File: config.mk
export PLATFORM = sky130hd
export DESIGN_NAME = theora_rtp_packetizer_core
export DESIGN_NICKNAME = d
export VERILOG_FILES = /design/src/hw/rtl/trp_pkg.sv /design/src/hw/rtl/trp_front.sv /design/src/hw/rtl/trp_fifo.sv /design/src/hw/rtl/trp_back.sv /design/src/hw/rtl/theora_rtp_packetizer_core.sv
export SDC_FILE = /design/constraint.sdc
export NUM_CORES = 1
export LEC_CHECK = 0
export ABC_AREA = 1
export BUFFER_PORTS_ARGS = -buffer_cell sky130_fd_sc_hd__buf_2
export CAP_MARGIN = 20
export CORE_UTILIZATION = 35
export DETAILED_ROUTE_END_ITERATION = 7
export PLACE_DENSITY = 0.5
export SYNTH_ARGS = -nofsm -noshare
export SYNTH_HDL_FRONTEND = slang
export SYNTH_SLANG_ARGS = --single-unit
File: constraint.sdc
create_clock -name clk -period 4.9 [get_ports clk]
set_input_delay 0.245 -clock clk [delete_from_list [all_inputs] [get_ports clk]]
set_output_delay 0.245 -clock clk [all_outputs]
set_load 0.01 [all_outputs]
File: src/hw/rtl/trp_pkg.sv
// ----------------------------------------------------------------------------
// trp_pkg
// Shared types and constants for the Theora RTP packetizer: header layout,
// fragment type codes, register indexes and the queue entry format.
// ----------------------------------------------------------------------------
`default_nettype none

package trp_pkg;

	// Configuration port.
	localparam int unsigned CFG_IDX_W  = 1;
	localparam int unsigned CFG_DATA_W = 24;

	typedef enum logic [CFG_IDX_W-1:0] {
		REG_MAX_PAYLOAD  = 1'b0,
		REG_CONFIG_IDENT = 1'b1
	} reg_idx_t;

	// Register reset values.
	localparam logic [15:0] MAX_PAYLOAD_RST  = 16'd900;
	localparam logic [23:0] CONFIG_IDENT_RST = 24'h011983;

	// Frame length is never wider than this, whatever the port width.
	localparam int unsigned FLEN_MAX_BITS = 24;

	// Fragment type codes carried in the top two bits of header byte 3.
	typedef enum logic [1:0] {
		FT_NONE  = 2'd0,
		FT_START = 2'd1,
		FT_CONT  = 2'd2,
		FT_END   = 2'd3
	} ftype_t;

	// Header byte slots; the payload byte follows the last of them.
	localparam int unsigned SLOT_W = 3;
	typedef enum logic [SLOT_W-1:0] {
		SLOT_ID_HI   = 3'd0,
		SLOT_ID_MID  = 3'd1,
		SLOT_ID_LO   = 3'd2,
		SLOT_FLAGS   = 3'd3,
		SLOT_LEN_HI  = 3'd4,
		SLOT_LEN_LO  = 3'd5,
		SLOT_PAYLOAD = 3'd6
	} slot_t;

	// One classified frame byte, as passed from the front to the back.
	typedef struct packed {
		logic [7:0]  data_byte;
		logic        pkt_start;
		logic [23:0] ident;
		logic [7:0]  flags;
		logic [15:0] len;
		logic        packet_end;
		logic        frame_end;
	} entry_t;

	// Queue status seen by the front and the back.
	typedef struct packed {
		logic full;
		logic empty;
	} fifo_stat_t;

	// Queue depth.
	localparam int unsigned FIFO_DEPTH = 4;
	localparam int unsigned FIFO_PTR_W = $clog2(FIFO_DEPTH);

endpackage

`default_nettype wire

File: src/hw/rtl/trp_front.sv
// ----------------------------------------------------------------------------
// trp_front
// Accepts frame bytes, tracks frame and packet progress, and works out for
// each byte whether it opens a packet and what that packet's header holds.
// ----------------------------------------------------------------------------
`default_nettype none

module trp_front #(
	parameter int unsigned FRAME_LEN_BITS = 24
) (
	input  wire logic                            clk,
	input  wire logic                            arst_n,
	// Configuration writes.
	input  wire logic                            cfg_we,
	input  wire logic [trp_pkg::CFG_IDX_W-1:0]   cfg_index,
	input  wire logic [trp_pkg::CFG_DATA_W-1:0]  cfg_data,
	// Incoming frame byte.
	input  wire logic                            in_valid,
	output logic                                 in_ready,
	input  wire logic [7:0]                      data_byte,
	input  wire logic [1:0]                      payload_type,
	input  wire logic [FRAME_LEN_BITS-1:0]       frame_length,
	// Queue push side.
	input  wire trp_pkg::fifo_stat_t             fifo_stat,
	output logic                                 push,
	output trp_pkg::entry_t                      push_entry
);
	import trp_pkg::*;

	localparam int unsigned FL_EFF_BITS =
		(FRAME_LEN_BITS < FLEN_MAX_BITS) ? FRAME_LEN_BITS : FLEN_MAX_BITS;

	// Configuration registers.
	logic [15:0]               max_payload_q;
	logic [23:0]               config_ident_q;

	// Frame progress.
	logic [FRAME_LEN_BITS-1:0] frame_left_q;
	logic [15:0]               chunk_left_q;
	logic                      frag_q;
	logic                      first_q;

	logic [FRAME_LEN_BITS-1:0] flen_m;
	logic [FRAME_LEN_BITS-1:0] flen_eff;
	logic [15:0]               maxp;
	logic [FRAME_LEN_BITS-1:0] maxp_x;
	logic                      new_frame;
	logic [FRAME_LEN_BITS-1:0] frame_cur;
	logic                      frag_cur;
	logic                      first_cur;
	logic [15:0]               chunk_cur;
	logic                      start;
	logic [15:0]               len;
	ftype_t                    ftype;
	logic [15:0]               chunk_next;
	logic [FRAME_LEN_BITS-1:0] frame_next;
	logic                      fend;
	logic                      pend;
	logic                      accept;

	assign in_ready = !fifo_stat.full;
	assign accept   = in_valid && in_ready;
	assign push     = accept;

	// Effective length and packet size; zero is taken as one.
	always_comb begin
		flen_m   = FRAME_LEN_BITS'(frame_length[FL_EFF_BITS-1:0]);
		flen_eff = (flen_m == '0) ? FRAME_LEN_BITS'(1) : flen_m;
		maxp     = (max_payload_q == '0) ? 16'd1 : max_payload_q;
		maxp_x   = FRAME_LEN_BITS'(maxp);
	end

	// Frame start takes over the length and fixes the fragmentation decision.
	always_comb begin
		new_frame = (frame_left_q == '0);
		frame_cur = new_frame ? flen_eff : frame_left_q;
		frag_cur  = new_frame ? (flen_eff > maxp_x) : frag_q;
		first_cur = new_frame ? 1'b1 : first_q;
		chunk_cur = new_frame ? 16'd0 : chunk_left_q;
		start     = (chunk_cur == '0);
		len       = (frame_cur < maxp_x) ? frame_cur[15:0] : maxp;
	end

	// Fragment type for a packet that opens here.
	always_comb begin
		if (!frag_cur) begin
			ftype = FT_NONE;
		end else if (first_cur) begin
			ftype = FT_START;
		end else if (frame_cur <= maxp_x) begin
			ftype = FT_END;
		end else begin
			ftype = FT_CONT;
		end
	end

	// Counters after this byte and its end marks.
	always_comb begin
		chunk_next = (start ? len : chunk_cur) - 16'd1;
		frame_next = frame_cur - FRAME_LEN_BITS'(1);
		fend       = (frame_next == '0);
		pend       = (chunk_next == '0) || fend;
	end

	// Queue entry.
	always_comb begin
		push_entry.data_byte  = data_byte;
		push_entry.pkt_start  = start;
		push_entry.ident      = config_ident_q;
		push_entry.flags      = {ftype, payload_type, 3'b000, !frag_cur};
		push_entry.len        = len;
		push_entry.packet_end = pend;
		push_entry.frame_end  = fend;
	end

	// Configuration registers.
	always_ff @(posedge clk or negedge arst_n) begin
		if (!arst_n) begin
			max_payload_q  <= MAX_PAYLOAD_RST;
			config_ident_q <= CONFIG_IDENT_RST;
		end else if (cfg_we) begin
			case (reg_idx_t'(cfg_index))
				REG_MAX_PAYLOAD:  max_payload_q  <= cfg_data[15:0];
				REG_CONFIG_IDENT: config_ident_q <= cfg_data[23:0];
				default:          ;
			endcase
		end
	end

	// Frame progress state.
	always_ff @(posedge clk or negedge arst_n) begin
		if (!arst_n) begin
			frame_left_q <= '0;
			chunk_left_q <= '0;
			frag_q       <= 1'b0;
			first_q      <= 1'b1;
		end else if (accept) begin
			frame_left_q <= frame_next;
			chunk_left_q <= fend ? 16'd0 : chunk_next;
			frag_q       <= frag_cur;
			first_q      <= start ? 1'b0 : first_cur;
		end
	end

endmodule

`default_nettype wire

File: src/hw/rtl/trp_fifo.sv
// ----------------------------------------------------------------------------
// trp_fifo
// Short queue of classified bytes between the front and the back.
// ----------------------------------------------------------------------------
`default_nettype none

module trp_fifo (
	input  wire logic            clk,
	input  wire logic            arst_n,
	input  wire logic            push,
	input  wire trp_pkg::entry_t push_entry,
	input  wire logic            pop,
	output trp_pkg::entry_t      head,
	output trp_pkg::fifo_stat_t  stat
);
	import trp_pkg::*;

	entry_t                  mem_q [FIFO_DEPTH];
	logic [FIFO_PTR_W-1:0]   wr_ptr_q;
	logic [FIFO_PTR_W-1:0]   rd_ptr_q;
	logic [FIFO_PTR_W:0]     count_q;

	assign head       = mem_q[rd_ptr_q];
	assign stat.full  = (count_q == (FIFO_PTR_W + 1)'(FIFO_DEPTH));
	assign stat.empty = (count_q == '0);

	// Storage.
	always_ff @(posedge clk) begin
		if (push) begin
			mem_q[wr_ptr_q] <= push_entry;
		end
	end

	// Pointers and fill count.
	always_ff @(posedge clk or negedge arst_n) begin
		if (!arst_n) begin
			wr_ptr_q <= '0;
			rd_ptr_q <= '0;
			count_q  <= '0;
		end else begin
			if (push) begin
				wr_ptr_q <= wr_ptr_q + FIFO_PTR_W'(1);
			end
			if (pop) begin
				rd_ptr_q <= rd_ptr_q + FIFO_PTR_W'(1);
			end
			case ({push, pop})
				2'b10:   count_q <= count_q + (FIFO_PTR_W + 1)'(1);
				2'b01:   count_q <= count_q - (FIFO_PTR_W + 1)'(1);
				default: count_q <= count_q;
			endcase
		end
	end

endmodule

`default_nettype wire

File: src/hw/rtl/trp_back.sv
// ----------------------------------------------------------------------------
// trp_back
// Turns each queued byte into output words: the six header bytes when it
// opens a packet, then the payload byte itself, through an output register.
// ----------------------------------------------------------------------------
`default_nettype none

module trp_back (
	input  wire logic            clk,
	input  wire logic            arst_n,
	input  wire trp_pkg::entry_t head,
	input  wire trp_pkg::fifo_stat_t fifo_stat,
	output logic                 pop,
	output logic                 out_valid,
	input  wire logic            out_ready,
	output logic [7:0]           out_byte,
	output logic                 packet_end,
	output logic                 frame_end,
	output logic                 run_end
);
	import trp_pkg::*;

	logic [SLOT_W-1:0] slot_q;
	logic              valid_q;
	logic [7:0]        byte_q;
	logic              pend_q;
	logic              fend_q;
	logic              last_q;

	slot_t             slot;
	logic              load;
	logic              is_pay;
	logic [7:0]        byte_d;

	assign load   = !fifo_stat.empty && (!valid_q || out_ready);
	assign slot   = head.pkt_start ? slot_t'(slot_q) : SLOT_PAYLOAD;
	assign is_pay = (slot == SLOT_PAYLOAD);
	assign pop    = load && is_pay;

	// Pick the byte for the current slot.
	always_comb begin
		case (slot)
			SLOT_ID_HI:  byte_d = head.ident[23:16];
			SLOT_ID_MID: byte_d = head.ident[15:8];
			SLOT_ID_LO:  byte_d = head.ident[7:0];
			SLOT_FLAGS:  byte_d = head.flags;
			SLOT_LEN_HI: byte_d = head.len[15:8];
			SLOT_LEN_LO: byte_d = head.len[7:0];
			default:     byte_d = head.data_byte;
		endcase
	end

	// Slot counter and output word valid.
	always_ff @(posedge clk or negedge arst_n) begin
		if (!arst_n) begin
			slot_q  <= '0;
			valid_q <= 1'b0;
		end else if (load) begin
			slot_q  <= is_pay ? '0 : slot_q + SLOT_W'(1);
			valid_q <= 1'b1;
		end else if (out_ready) begin
			valid_q <= 1'b0;
		end
	end

	// Output word.
	always_ff @(posedge clk) begin
		if (load) begin
			byte_q <= byte_d;
			pend_q <= is_pay && head.packet_end;
			fend_q <= is_pay && head.frame_end;
			last_q <= is_pay;
		end
	end

	assign out_valid  = valid_q;
	assign out_byte   = byte_q;
	assign packet_end = pend_q;
	assign frame_end  = fend_q;
	assign run_end    = last_q;

endmodule

`default_nettype wire

File: src/hw/rtl/theora_rtp_packetizer_core.sv
// ----------------------------------------------------------------------------
// theora_rtp_packetizer_core
// Theora RTP payload packetizer: frame bytes in, packets with headers out.
// ----------------------------------------------------------------------------
// Each frame byte taken on the slave side yields one output word, or seven
// when it opens a packet: three bytes of configuration ident, a byte of
// fragment type, data type and packet count, a big-endian 16-bit length, and
// then the byte itself. The output port moves one word per cycle while the
// sink is ready; the output register sets the pace. cfg_ready is always high.
// The front classifies a byte in the cycle it arrives and can take one every
// cycle while its four-entry queue has room. tlast marks the last word caused
// by an input byte; tuser carries the packet and frame end marks. The user
// must write configuration only while the block is idle; nothing enforces it.
`default_nettype none

module theora_rtp_packetizer_core #(
	parameter int unsigned FRAME_LEN_BITS = 24
) (
	input  wire logic                                  clk,
	input  wire logic                                  arst_n,
	// Configuration write channel.
	input  wire logic                                  cfg_valid,
	output logic                                       cfg_ready,
	input  wire logic [trp_pkg::CFG_IDX_W-1:0]         cfg_index,
	input  wire logic [trp_pkg::CFG_DATA_W-1:0]        cfg_data,
	// Frame bytes in.
	input  wire logic                                  s_tvalid,
	output logic                                       s_tready,
	// tdata: data_byte [7:0], frame_length [8 +: FRAME_LEN_BITS], zero pad
	input  wire logic [((8 + FRAME_LEN_BITS + 7) / 8) * 8 - 1:0] s_tdata,
	// tuser: payload_type [1:0]
	input  wire logic [1:0]                            s_tuser,
	// Packet stream out.
	output logic                                       m_tvalid,
	input  wire logic                                  m_tready,
	// tdata: out_byte [7:0]
	output logic [7:0]                                 m_tdata,
	// tuser: packet_end [0], frame_end [1]
	output logic [1:0]                                 m_tuser,
	output logic                                       m_tlast
);
	import trp_pkg::*;

	fifo_stat_t fifo_stat;
	entry_t     push_entry;
	entry_t     head;
	logic       push;
	logic       pop;
	logic       pend;
	logic       fend;

	assign cfg_ready = 1'b1;

	// Front: classification and header values.
	trp_front #(
		.FRAME_LEN_BITS (FRAME_LEN_BITS)
	) u_front (
		.clk          (clk),
		.arst_n       (arst_n),
		.cfg_we       (cfg_valid && cfg_ready),
		.cfg_index    (cfg_index),
		.cfg_data     (cfg_data),
		.in_valid     (s_tvalid),
		.in_ready     (s_tready),
		.data_byte    (s_tdata[7:0]),
		.payload_type (s_tuser),
		.frame_length (s_tdata[8 +: FRAME_LEN_BITS]),
		.fifo_stat    (fifo_stat),
		.push         (push),
		.push_entry   (push_entry)
	);

	// Queue between the two parts.
	trp_fifo u_fifo (
		.clk        (clk),
		.arst_n     (arst_n),
		.push       (push),
		.push_entry (push_entry),
		.pop        (pop),
		.head       (head),
		.stat       (fifo_stat)
	);

	// Back: header insertion and output register.
	trp_back u_back (
		.clk        (clk),
		.arst_n     (arst_n),
		.head       (head),
		.fifo_stat  (fifo_stat),
		.pop        (pop),
		.out_valid  (m_tvalid),
		.out_ready  (m_tready),
		.out_byte   (m_tdata),
		.packet_end (pend),
		.frame_end  (fend),
		.run_end    (m_tlast)
	);

	assign m_tuser = {fend, pend};

	// The back only takes an entry the queue holds.
	assert property (@(posedge clk) disable iff (!arst_n)
		pop |-> !fifo_stat.empty)
		else $error("queue popped while empty");

	// The front never pushes into a full queue.
	assert property (@(posedge clk) disable iff (!arst_n)
		push |-> !fifo_stat.full)
		else $error("queue pushed while full");

	// Header words carry no end marks.
	assert property (@(posedge clk) disable iff (!arst_n)
		(m_tvalid && !m_tlast) |-> (m_tuser == 2'b00))
		else $error("end mark on a header word");

	// A frame end is always a packet end.
	assert property (@(posedge clk) disable iff (!arst_n)
		(m_tvalid && m_tuser[1]) |-> m_tuser[0])
		else $error("frame end without packet end");

endmodule

`default_nettype wire

==> impl_metrics.csv, run 1 <==
group,metric,value,unit
logic_synthesis,syn_inst,1678,
power,p_leak,7.66,nW
critical_path,worstReg2RegStart,"u_front.frame_left_q[15]",
detailed_routing,first_pass_iters,5,
clock_tree,clk_latency,560,ps
final_layout,area_growth_syn_to_layout,15.6,%
final_layout,drive_above_1_share,0.144,
critical_path,worstSetupEndpointType,"register",
placed_design,place_ws,313,ps
detailed_routing,finalWirelength,45800,µm
final_layout,nNetsFinal,1873,
detailed_routing,drtIter0Drc,763,
grt,overflow,0,
placed_design,dp.cells,2301,
clock_tree,cts_buffer_depth,3,
sta,fin_crit_sh,0.906,
detailed_routing,antenna_left,0,
clock_tree,post_cts_buffers,0,
logic_synthesis,ys_ff_latch,328,
hold_path,min_path_cells,3,
logic_synthesis,ys_types,53,
logic_synthesis,yosysWarnings,0,
logic_synthesis,synth_area_leaders,"edfxtp_1 (44%), dfrtp_1 (13%), nand2_1 (7.0%), nor2_1 (6.2%), o21ai_0 (5.6%)",
sta,tns,0,ps
critical_path,cpPeakStageDelay,390,ps
placed_design,post_dp_cell_area,0.0172,mm²
sta,max_freq,0.225,GHz
grt,grt_usage,0.198,
logic_synthesis,async_flop_share,0.284,
critical_path,crit_fanout,28,
logic_synthesis,synth_edf_count,235,
clock_tree,clockRootBuffer,"clkbuf_16",
floorplanning,row_count,78,
detailed_routing,wl_per_cell,19.1,µm
critical_path,cp.arrival,4810,ps
power,irDropWorstVdd,341,µV
clock_tree,cts_made_buffers,38,
logic_synthesis,synth_nets,1785,
grt,grt_pass1_vias,11900,
sta,fin_ws,460,ps
placed_design,portBuffers,76,
clock_tree,path_clk_slew,60,ps
sta,setup_viol,0,
final_layout,final_common_cell,"nand2_1",
placed_design,place.gp.congestion,0.877,
critical_path,r2r.worst_path.cells,31,
sta,fin_crit,4440,ps
critical_path,critPathLaunch,"u_front.frame_left_q[15]",
job,maxCapViolations,0,
logic_synthesis,synth.largest_area_cell,"edfxtp_1",
floorplanning,dieHeight,217,µm
logic_synthesis,seq_area_frac_synth,0.581,
clock_tree,cts_max_level,2,
critical_path,startpoint_type,"register",
outcome,status,"finished clean",
floorplanning,die_area,0.0471,mm²
logic_synthesis,avgSynthCellArea,9.64,µm²
floorplanning,core,0.0455,mm²
power,p_per_area,668,mW/mm²
critical_path,crit_type,"reg2reg",
logic_synthesis,synthFlopType,"edfxtp_1",
clock_tree,cts.sinks,328,
floorplanning,die_width,217,µm
hold_path,hp-class,"in2reg",
critical_path,critPathSlowestCell,"dfrtp_1",
grt,grt_first_pass_wirelength,70600,µm
sta,finClkSkew,28.1,ps
detailed_routing,vias_per_cell,5.02,
sta,relSlewSlack,0.293,
critical_path,critPathMostFrequentCell,"nand2_1",
final_layout,layout.cells.non_filler,2396,
floorplanning,start_util,0.356,
placed_design,dp_hpwl,31500,µm
detailed_routing,remaining_drc_errors,0,
final_layout,n_antenna_cell,0,
hold_path,min-delay-start,"cfg_data[2]",
sta,slew_violations,0,
final_layout,most-common-layout-cells,"nand2_1 (298), nor2_1 (261), edfxtp_1 (235)",
power,power,12.5,mW
sta,worst_slew_pin_slew,1060,ps
sta,grt_setup_unrepaired,"false",
final_layout,stdcell_area,0.0187,mm²
grt,grt_max_degree,97,
grt,antenna_found_initial,0,
logic_synthesis,synth.top_cell.area_share,0.436,
floorplanning,io-pin-count,78,
logic_synthesis,netlist_area,0.0162,mm²
sta,hold_viol_final,0,
clock_tree,cts_tree,"yes",
critical_path,required,5270,ps
detailed_routing,vias,12000,
power by group:
part	switching (mW)	internal, mW	leakage [nW]	total (mW)
clock network	1.17	1.62	0.585	2.79
registers	0.293	4.05	3.32	4.34
logic	3.81	1.56	3.75	5.38
total	5.28	7.23	7.66	12.5
layout make-up:
type,instances,area [µm²]
multi-input combinational,1119,5880
sequential,328,9400
tap,600,751
inverter,148,557
timing repair buffer,131,886
clock buffer,59,1060
clock inverter,11,166
fill,4503,26800
metrics by stage:
step | hold WS, ps | util
CTS | 9.40 | 0.410
floorplan | -50.6 | -
global placement | 427 | 0.378
detailed placement | 436 | 0.378
finish | 41.6 | 0.411
global route | 37.1 | 0.411
worst max-delay path: cells and delay by family, from the launching register on:
family | cells | cell delay, ps
flip-flops | 1 | 390
adder cells (fa/ha/maj) | 2 | 440
AND/OR/NAND/NOR | 22 | 2530
AO/OA/AOI/OAI | 3 | 440
buffers and inverters | 4 | 450
cells by family after synthesis:
kind of cell             Yosys count  share of synthesized area
adder cells (fa/ha/maj)           43                     0.0337
other                              1                   0.000232
buffers and inverters            232                     0.0594
AND/OR/NAND/NOR                  745                      0.200
XOR/XNOR                          20                     0.0108
multiplexers                       8                    0.00557
AO/OA/AOI/OAI                    301                      0.109
flip-flops                       328                      0.581
timing repair:
action,in CTS,in global routing
gates resized for setup,0,2
hold buffers,23,0
setup endpoints to repair,0,4
endpoints found under the hold margin,110,0
cell usage after synthesis, drive strengths merged (2+ instances only):
cell / n
nand2: 311
nor2: 283
edfxtp: 235
o21ai: 185
inv: 147
dfrtp: 81
nand3: 72
clkbuf: 63
a21oi: 51
nand4: 50
ha: 42
o22ai: 23
buf: 21
o21bai: 19
xor2: 19
dfstp: 12
nor3: 12
nor4: 9
mux2: 8
a221oi: 7
and2: 5
o21a: 4
o41ai: 4
a31oi: 2
nand3b: 2
worst paths after layout:
kind                                                    to  slack (ps)
worst max-delay path                    u_fifo.mem_q[3][1]         460
worst min-delay path              u_front.max_payload_q[2]          40
worst max register to register          u_fifo.mem_q[3][1]         460
worst min register to register           u_fifo.count_q[0]         480
max in group asynchronous       u_front.config_ident_q[12]        3470
min in group asynchronous          u_front.chunk_left_q[4]         350
layer usage:
metal / part of all wire / global-route usage / wire (µm)
met3: 0.040 / 0.0284 / 1830
met5: 0 / 0 / 0
met1: 0.45 / 0.259 / 20500
met2: 0.48 / 0.333 / 22100
met4: 0.031 / 0.0732 / 1420
flip-flops by register name, indices dropped and copies added (netlist names):
name,cells
u_back.slot_q,3
u_front.frag_q,1
u_fifo.wr_ptr_q,2
u_front.chunk_left_q,16
u_back.out_byte,8
u_front.max_payload_q,16
u_front.frame_left_q,24
u_fifo.rd_ptr_q,2
u_fifo.count_q,3
u_back.out_valid,1
u_back.packet_end,1
u_back.run_end,1
u_back.frame_end,1
u_fifo.mem_q,224
u_front.config_ident_q,24
u_front.first_q,1
No activity file was read; power rests on OpenSTA's default activity.
==> run 2, diff against run 1 <==
--- a/config.mk
+++ b/config.mk
@@ -10,6 +10,7 @@
 export CAP_MARGIN = 20
 export CORE_UTILIZATION = 35
 export DETAILED_ROUTE_END_ITERATION = 7
+export MAX_ROUTING_LAYER = met4
 export PLACE_DENSITY = 0.5
 export SYNTH_ARGS = -nofsm -noshare
 export SYNTH_HDL_FRONTEND = slang
==> run 2 against run 1 <==
Core utilization grew 0.12 points. Power grew 1.1%. Combinational power about the same.
==> impl_metrics.csv, run 2 (synthesized netlist as in run 1, its figures left out) <==
group,metric,value,unit
outcome,status,"finished clean",
power,p_int,7.37,mW
clock_tree,clockRootBuffer,"clkbuf_16",
grt,grt_max_degree,79,
critical_path,crit_type,"reg2reg",
placed_design,portBuffers,76,
grt,grt_pass1_vias,11900,
critical_path,cpPeakStageDelay,400,ps
critical_path,required,5300,ps
sta,whs,41.5,ps
sta,relSlewSlack,0.268,
floorplanning,row_count,78,
critical_path,critPathSlowestCell,"dfrtp_1",
final_layout,largestRegisters,"u_fifo.mem_q: 224 flops, u_front.config_ident_q: 24 flops, u_front.frame_left_q: 24 flops",
detailed_routing,antenna_left,0,
sta,tns,0,ps
clock_tree,clk_latency,570,ps
final_layout,n_antenna_cell,0,
detailed_routing,finalWirelength,46500,µm
placed_design,dp_hpwl,31900,µm
final_layout,largest_register,"u_fifo.mem_q",
floorplanning,die_area,0.0471,mm²
final_layout,final_common_cell,"nand2_1",
detailed_routing,first_pass_iters,5,
sta,hold_viol_final,0,
clock_tree,cts_made_buffers,38,
clock_tree,post_cts_buffers,0,
floorplanning,io-pin-count,78,
final_layout,most-common-layout-cells,"nand2_1 (298), nor2_1 (261), edfxtp_1 (235)",
detailed_routing,vias_per_cell,5.00,
hold_path,hp-class,"in2reg",
grt,grt_usage,0.206,
critical_path,startpoint_type,"register",
sta,grt_setup_unrepaired,"false",
sta,fin_crit,4410,ps
power,irDropWorstVdd,499,µV
final_layout,largest_reg_flops,224,
floorplanning,start_util,0.356,
critical_path,critPathMostFrequentCell,"nand2_1",
grt,grt_first_pass_wirelength,71000,µm
detailed_routing,remaining_drc_errors,0,
floorplanning,core,0.0455,mm²
final_layout,multiInputGateArea,0.00589,mm²
power,p_seq_frac,0.343,
final_layout,area_growth_syn_to_layout,15.9,%
floorplanning,dieHeight,217,µm
detailed_routing,vias,12000,
grt,antenna_found_initial,1,
power,p_leak,7.69,nW
grt,overflow,0,
critical_path,worstSetupEndpointType,"register",
power,power_frac_clock,0.231,
final_layout,seq_area,0.00940,mm²
job,maxCapViolations,0,
sta,worst_slew_pin_slew,1090,ps
sta,slew_violations,0,
floorplanning,die_width,217,µm
clock_tree,cts_tree,"yes",
final_layout,nNetsFinal,1872,
sta,setup_viol,0,
sta,fin_crit_sh,0.901,
power,p_sw_frac,0.417,
clock_tree,path_clk_slew,60,ps
final_layout,drive_above_1_share,0.144,
power,p_per_area,674,mW/mm²
detailed_routing,drtIter0Drc,878,
placed_design,place.gp.congestion,0.908,
clock_tree,cts_buffer_depth,3,
final_layout,fillers,4540,
sta,max_freq,0.227,GHz
detailed_routing,wl_per_cell,19.4,µm
power,power_switching,5.27,mW
sta,finClkSkew,17.0,ps
power,power_frac_comb,0.426,
critical_path,crit_fanout,46,
critical_path,cp.arrival,4820,ps
clock_tree,cts.sinks,328,
clock_tree,cts_max_level,2,
## run 2: changes by cell type in the layout (fill, tap and decap cells not counted), moves of 2 or more
cell / delta
bufinv_16: +3
clkbuf_1: -4
clkinv_1: +3
inv_16: +2
## run 2: path summary, 6_finish.rpt
path / end / slack [ps] / cells after the start / startpoint
worst min register to register: u_fifo.count_q[0] / 470 / 1 / u_fifo.count_q[0]
max in group asynchronous: u_fifo.rd_ptr_q[0] / 3420 / 3 / arst_n
worst max-delay path: u_fifo.mem_q[0][1] / 490 / 28 / u_front.frame_left_q[13]
worst min-delay path: u_front.config_ident_q[0] / 40 / 3 / cfg_data[0]
min in group asynchronous: u_front.chunk_left_q[2] / 320 / 2 / arst_n
worst max register to register: u_fifo.mem_q[0][1] / 490 / 28 / u_front.frame_left_q[13]
## run 2: per-layer routing
metal  share of wire  vias to the layer above  track usage  wire length [µm]
li1                -                     5895            -                 -
met1            0.44                     5786        0.258             20400
met2            0.50                      235        0.348             23100
met3           0.043                       63       0.0287              2010
met4           0.020                        0       0.0566               951
met5               0                        -            -                 0
## run 2: layout make-up
| class | count | share of cell area |
|---|---|---|
| clock buffer | 54 | 0.0550 |
| clock inverter | 16 | 0.0133 |
| inverter | 148 | 0.0297 |
| multi-input combinational | 1119 | 0.314 |
| sequential | 328 | 0.501 |
| tap | 600 | 0.0400 |
| timing repair buffer | 130 | 0.0468 |
## run 2: power by group through the flow
stage | Clock, mW | Sequential, mW | Combinational (mW)
3_5_place_dp | 0 | 4.39 | 5.34
4_1_cts | 3.00 | 4.34 | 5.37
6_report | 2.92 | 4.34 | 5.38
5_1_grt | 3.10 | 4.41 | 6.01
3_3_place_gp | 0 | 4.38 | 5.31
2_1_floorplan | 0 | 4.36 | 3.68
## run 2: through the flow
step | util | area, µm² | setup slack, ps | power, mW | instances
after global routing | 0.412 | 18800 | 82.6 | 13.5 | 2395
after CTS | 0.411 | 18700 | 208 | 12.7 | 2393
after floorplan | - | 16200 | 865 | 8.03 | 1678
after detailed placement | 0.378 | 17200 | 248 | 9.73 | 2300
final | 0.412 | 18800 | 487 | 12.6 | 2395
after global placement | 0.378 | 17200 | 324 | 9.69 | 2300
## run 2: worst max-delay path, delay by kind of cell (launching register included)
family / cells / cell delay (ps)
compound gates: 3 / 570
flops: 1 / 400
fa+ha+maj: 2 / 500
buf+inv: 1 / 230
simple gates: 22 / 2530
## run 2: timing repair
action | 4_1_cts | 5_1_grt
endpoints found under the setup margin | 0 | 4
hold endpoints to repair | 105 | 0
gates resized for setup | 0 | 4
hold buffers | 23 | 0
==> run 3, diff against run 2 <==
--- a/config.mk
+++ b/config.mk
@@ -14,4 +14,5 @@
 export PLACE_DENSITY = 0.5
 export SYNTH_ARGS = -nofsm -noshare
 export SYNTH_HDL_FRONTEND = slang
+export SYNTH_HIERARCHICAL = 1
 export SYNTH_SLANG_ARGS = --single-unit
==> run 3 against run 2 <==
Clock skew rose by 12 ps. Clock power fell by 4%. Core utilization fell by 0.82 points. Synthesized cell count grew 10%. Critical path depth is 2 lower. Non-clock buffer count increased by 1. First-iteration DRC count down 4.9%. Power grew 2.7%. Area after synthesis grew 8.6%. Combinational power grew 2%. Worst setup slack lost 0.55 ps. Cell area grew 6.2%. Largest power group unchanged. Highest routed layer unchanged.
==> impl_metrics.csv, run 3 <==
group,metric,value,unit
outcome,status,"finished clean",
sta,tns,0,ps
power,p_seq_frac,0.363,
job,maxCapViolations,0,
final_layout,n_antenna_cell,0,
power,power,13.0,mW
final_layout,drive_above_1_share,0.129,
floorplanning,core,0.0493,mm²
placed_design,portBuffers,76,
grt,grt_usage,0.199,
critical_path,crit_fanout,13,
logic_synthesis,synth_area_leaders,"edfxtp_1 (42%), dfrtp_1 (12%), nand2_1 (11%), inv_1 (5.5%), o211ai_1 (5.0%)",
clock_tree,cts.sinks,340,
power,power_switching,5.53,mW
logic_synthesis,synth_edf_count,247,
final_layout,nNetsFinal,2022,
floorplanning,start_util,0.357,
final_layout,area_growth_syn_to_layout,13.3,%
grt,grt_first_pass_wirelength,73800,µm
sta,fin_crit,4410,ps
clock_tree,clockRootBuffer,"clkbuf_16",
clock_tree,path_clk_slew,60,ps
detailed_routing,wl_met1,22200,µm
logic_synthesis,ys_types,56,
detailed_routing,wl_met3,2290,µm
sta,worst_slew_pin_slew,1050,ps
detailed_routing,remaining_drc_errors,0,
final_layout,final_common_cell,"nand2_1",
sta,fin_ws,487,ps
logic_synthesis,synth.largest_area_cell,"edfxtp_1",
placed_design,dp_hpwl,32500,µm
logic_synthesis,netlist_area,0.0176,mm²
detailed_routing,vias,12800,
clock_tree,cts_max_level,2,
clock_tree,cts_made_buffers,39,
logic_synthesis,synthFlopType,"edfxtp_1",
sta,hold_viol_final,0,
logic_synthesis,yosysWarnings,6,
critical_path,cp.arrival,4810,ps
floorplanning,die_width,226,µm
detailed_routing,met2_length,22300,µm
placed_design,place.gp.congestion,0.951,
clock_tree,cts_buffer_depth,3,
critical_path,critPathSlowestCell,"a21oi_1",
logic_synthesis,avgSynthCellArea,9.49,µm²
critical_path,startpoint_type,"register",
critical_path,required,5300,ps
critical_path,worstSetupEndpointType,"register",
floorplanning,row_count,81,
logic_synthesis,ys_ff_latch,340,
power,power_frac_clock,0.217,
clock_tree,clk_latency,570,ps
detailed_routing,vias_per_cell,4.92,
power,irDropWorstVdd,374,µV
clock_tree,cts_tree,"yes",
logic_synthesis,synth.top_cell.area_share,0.422,
sta,finClkSkew,28.7,ps
grt,grt_max_degree,155,
sta,slew_violations,0,
critical_path,cpPeakStageDelay,490,ps
final_layout,most-common-layout-cells,"nand2_1 (509), inv_1 (254), edfxtp_1 (247)",
grt,grt_pass1_vias,12500,
power,power_frac_comb,0.421,
critical_path,crit_type,"reg2reg",
sta,setup_viol,0,
detailed_routing,first_pass_iters,5,
power,p_per_area,652,mW/mm²
critical_path,critPathMostFrequentCell,"nand2_1",
power,p_sw_frac,0.426,
grt,overflow,0,
final_layout,largestRegisters,"u_fifo/mem_q: 236 flops, u_front/config_ident_q: 24 flops, u_front/frame_left_q: 24 flops",
power,p_int,7.45,mW
hold_path,hp-class,"in2reg",
logic_synthesis,synth_most_common_cell,"nand2_1",
detailed_routing,wl_per_cell,18.4,µm
detailed_routing,finalWirelength,47900,µm
placed_design,place_ws,444,ps
grt,antenna_found_initial,0,
logic_synthesis,async_flop_share,0.274,
final_layout,largest_register,"u_fifo/mem_q",
final_layout,largest_reg_flops,236,
sta,grt_setup_unrepaired,"false",
power,p_leak,8.74,nW
logic_synthesis,synthTopCellsByCount,"nand2_1 (509), inv_1 (258), edfxtp_1 (247), o211ai_1 (118), nor2_1 (83)",
detailed_routing,drtIter0Drc,835,
detailed_routing,top_layer_used,"met4",
sta,fin_crit_sh,0.901,
floorplanning,io-pin-count,78,
logic_synthesis,syn_inst,1853,
logic_synthesis,seq_area_frac_synth,0.555,
floorplanning,dieHeight,226,µm
sta,max_freq,0.227,GHz
floorplanning,die_area,0.0511,mm²
sta,relSlewSlack,0.295,
detailed_routing,antenna_left,0,
==> run 3: cell count changes after synthesis, moves of 23 or more <==
cell      change
o22ai_1      -23
nand4_1      +27
inv_1       +120
o211ai_1    +118
buf_4        +25
nand2_1     +209
buf_2        +35
nor2_1      -183
clkbuf_1     -30
o21ai_0     -114
a21oi_1      -27
==> run 3: power groups by stage <==
stage,logic (mW),registers [mW],clock network [mW]
after floorplan,4.06,4.51,0
after global placement,5.41,4.74,0
after detailed placement,5.42,4.76,0
after CTS,5.47,4.70,2.89
after global routing,6.13,4.79,3.02
final,5.47,4.71,2.81
==> run 3: kinds of logic after synthesis <==
group,share of synthesized area
muxes,0.00513
adders and majority gates,0.0310
other,0.000427
and+or+nand+nor,0.206
DFF,0.555
AOI/OAI and AO/OA,0.0952
xor gates and xnor gates,0.0110
buffers and inverters,0.0960
==> run 3: routing by layer <==
layer	GRT usage	vias up
li1	-	6308
met1	0.260	6140
met2	0.316	322
met3	0.0334	71
met4	0.0602	0
met5	-	-
==> run 3: through the flow <==
| step | cells | hold WS (ps) | util | instance area (µm²) |
|---|---|---|---|---|
| floorplan | 1855 | -50.6 | - | 17600 |
| global placement | 2503 | 272 | 0.372 | 18300 |
| detailed placement | 2503 | 279 | 0.372 | 18300 |
| CTS | 2607 | 0.216 | 0.404 | 19900 |
| global route | 2609 | 17.3 | 0.404 | 19900 |
| finish | 2609 | 29.1 | 0.404 | 19900 |
==> run 3: layout make-up <==
cell class | count | area (µm²)
inverters | 270 | 1020
fillers | 4926 | 29300
well taps | 664 | 831
flip-flops and latches | 340 | 9760
clock buffers | 56 | 1090
repair buffers | 131 | 918
clock inverters | 15 | 136
multi-input cells | 1133 | 6160
==> run 3: path summary, 6_finish.rpt <==
kind                                            from                         to  slack, ps  cells past startpoint
max                          u_front/frame_left_q[0]         u_fifo/mem_q[1][1]        490                     26
min                                     cfg_data[11]  u_front/max_payload_q[11]         30                      3
max reg2reg                  u_front/frame_left_q[0]         u_fifo/mem_q[1][1]        490                     26
min reg2reg                u_front/max_payload_q[15]  u_front/max_payload_q[15]        490                      2
max in group asynchronous                     arst_n   u_front/chunk_left_q[13]       3470                      3
min in group asynchronous                     arst_n  u_front/max_payload_q[14]        240                      2
==> run 3: what timing repair did <==
item                       CTS  global route
resized for setup            0             3
setup endpoints to repair    0             4
hold buffers                33             1
hold endpoints to repair   101             1
setup buffers                0             0
==> run 3: worst max-delay path, delay by kind of cell, from the launching register on <==
kind | cells | cell delay [ps]
compound gates | 1 | 490
fa+ha+maj | 1 | 310
simple gates | 20 | 2300
xor+xnor | 1 | 210
flops | 1 | 370
buf+inv | 3 | 540
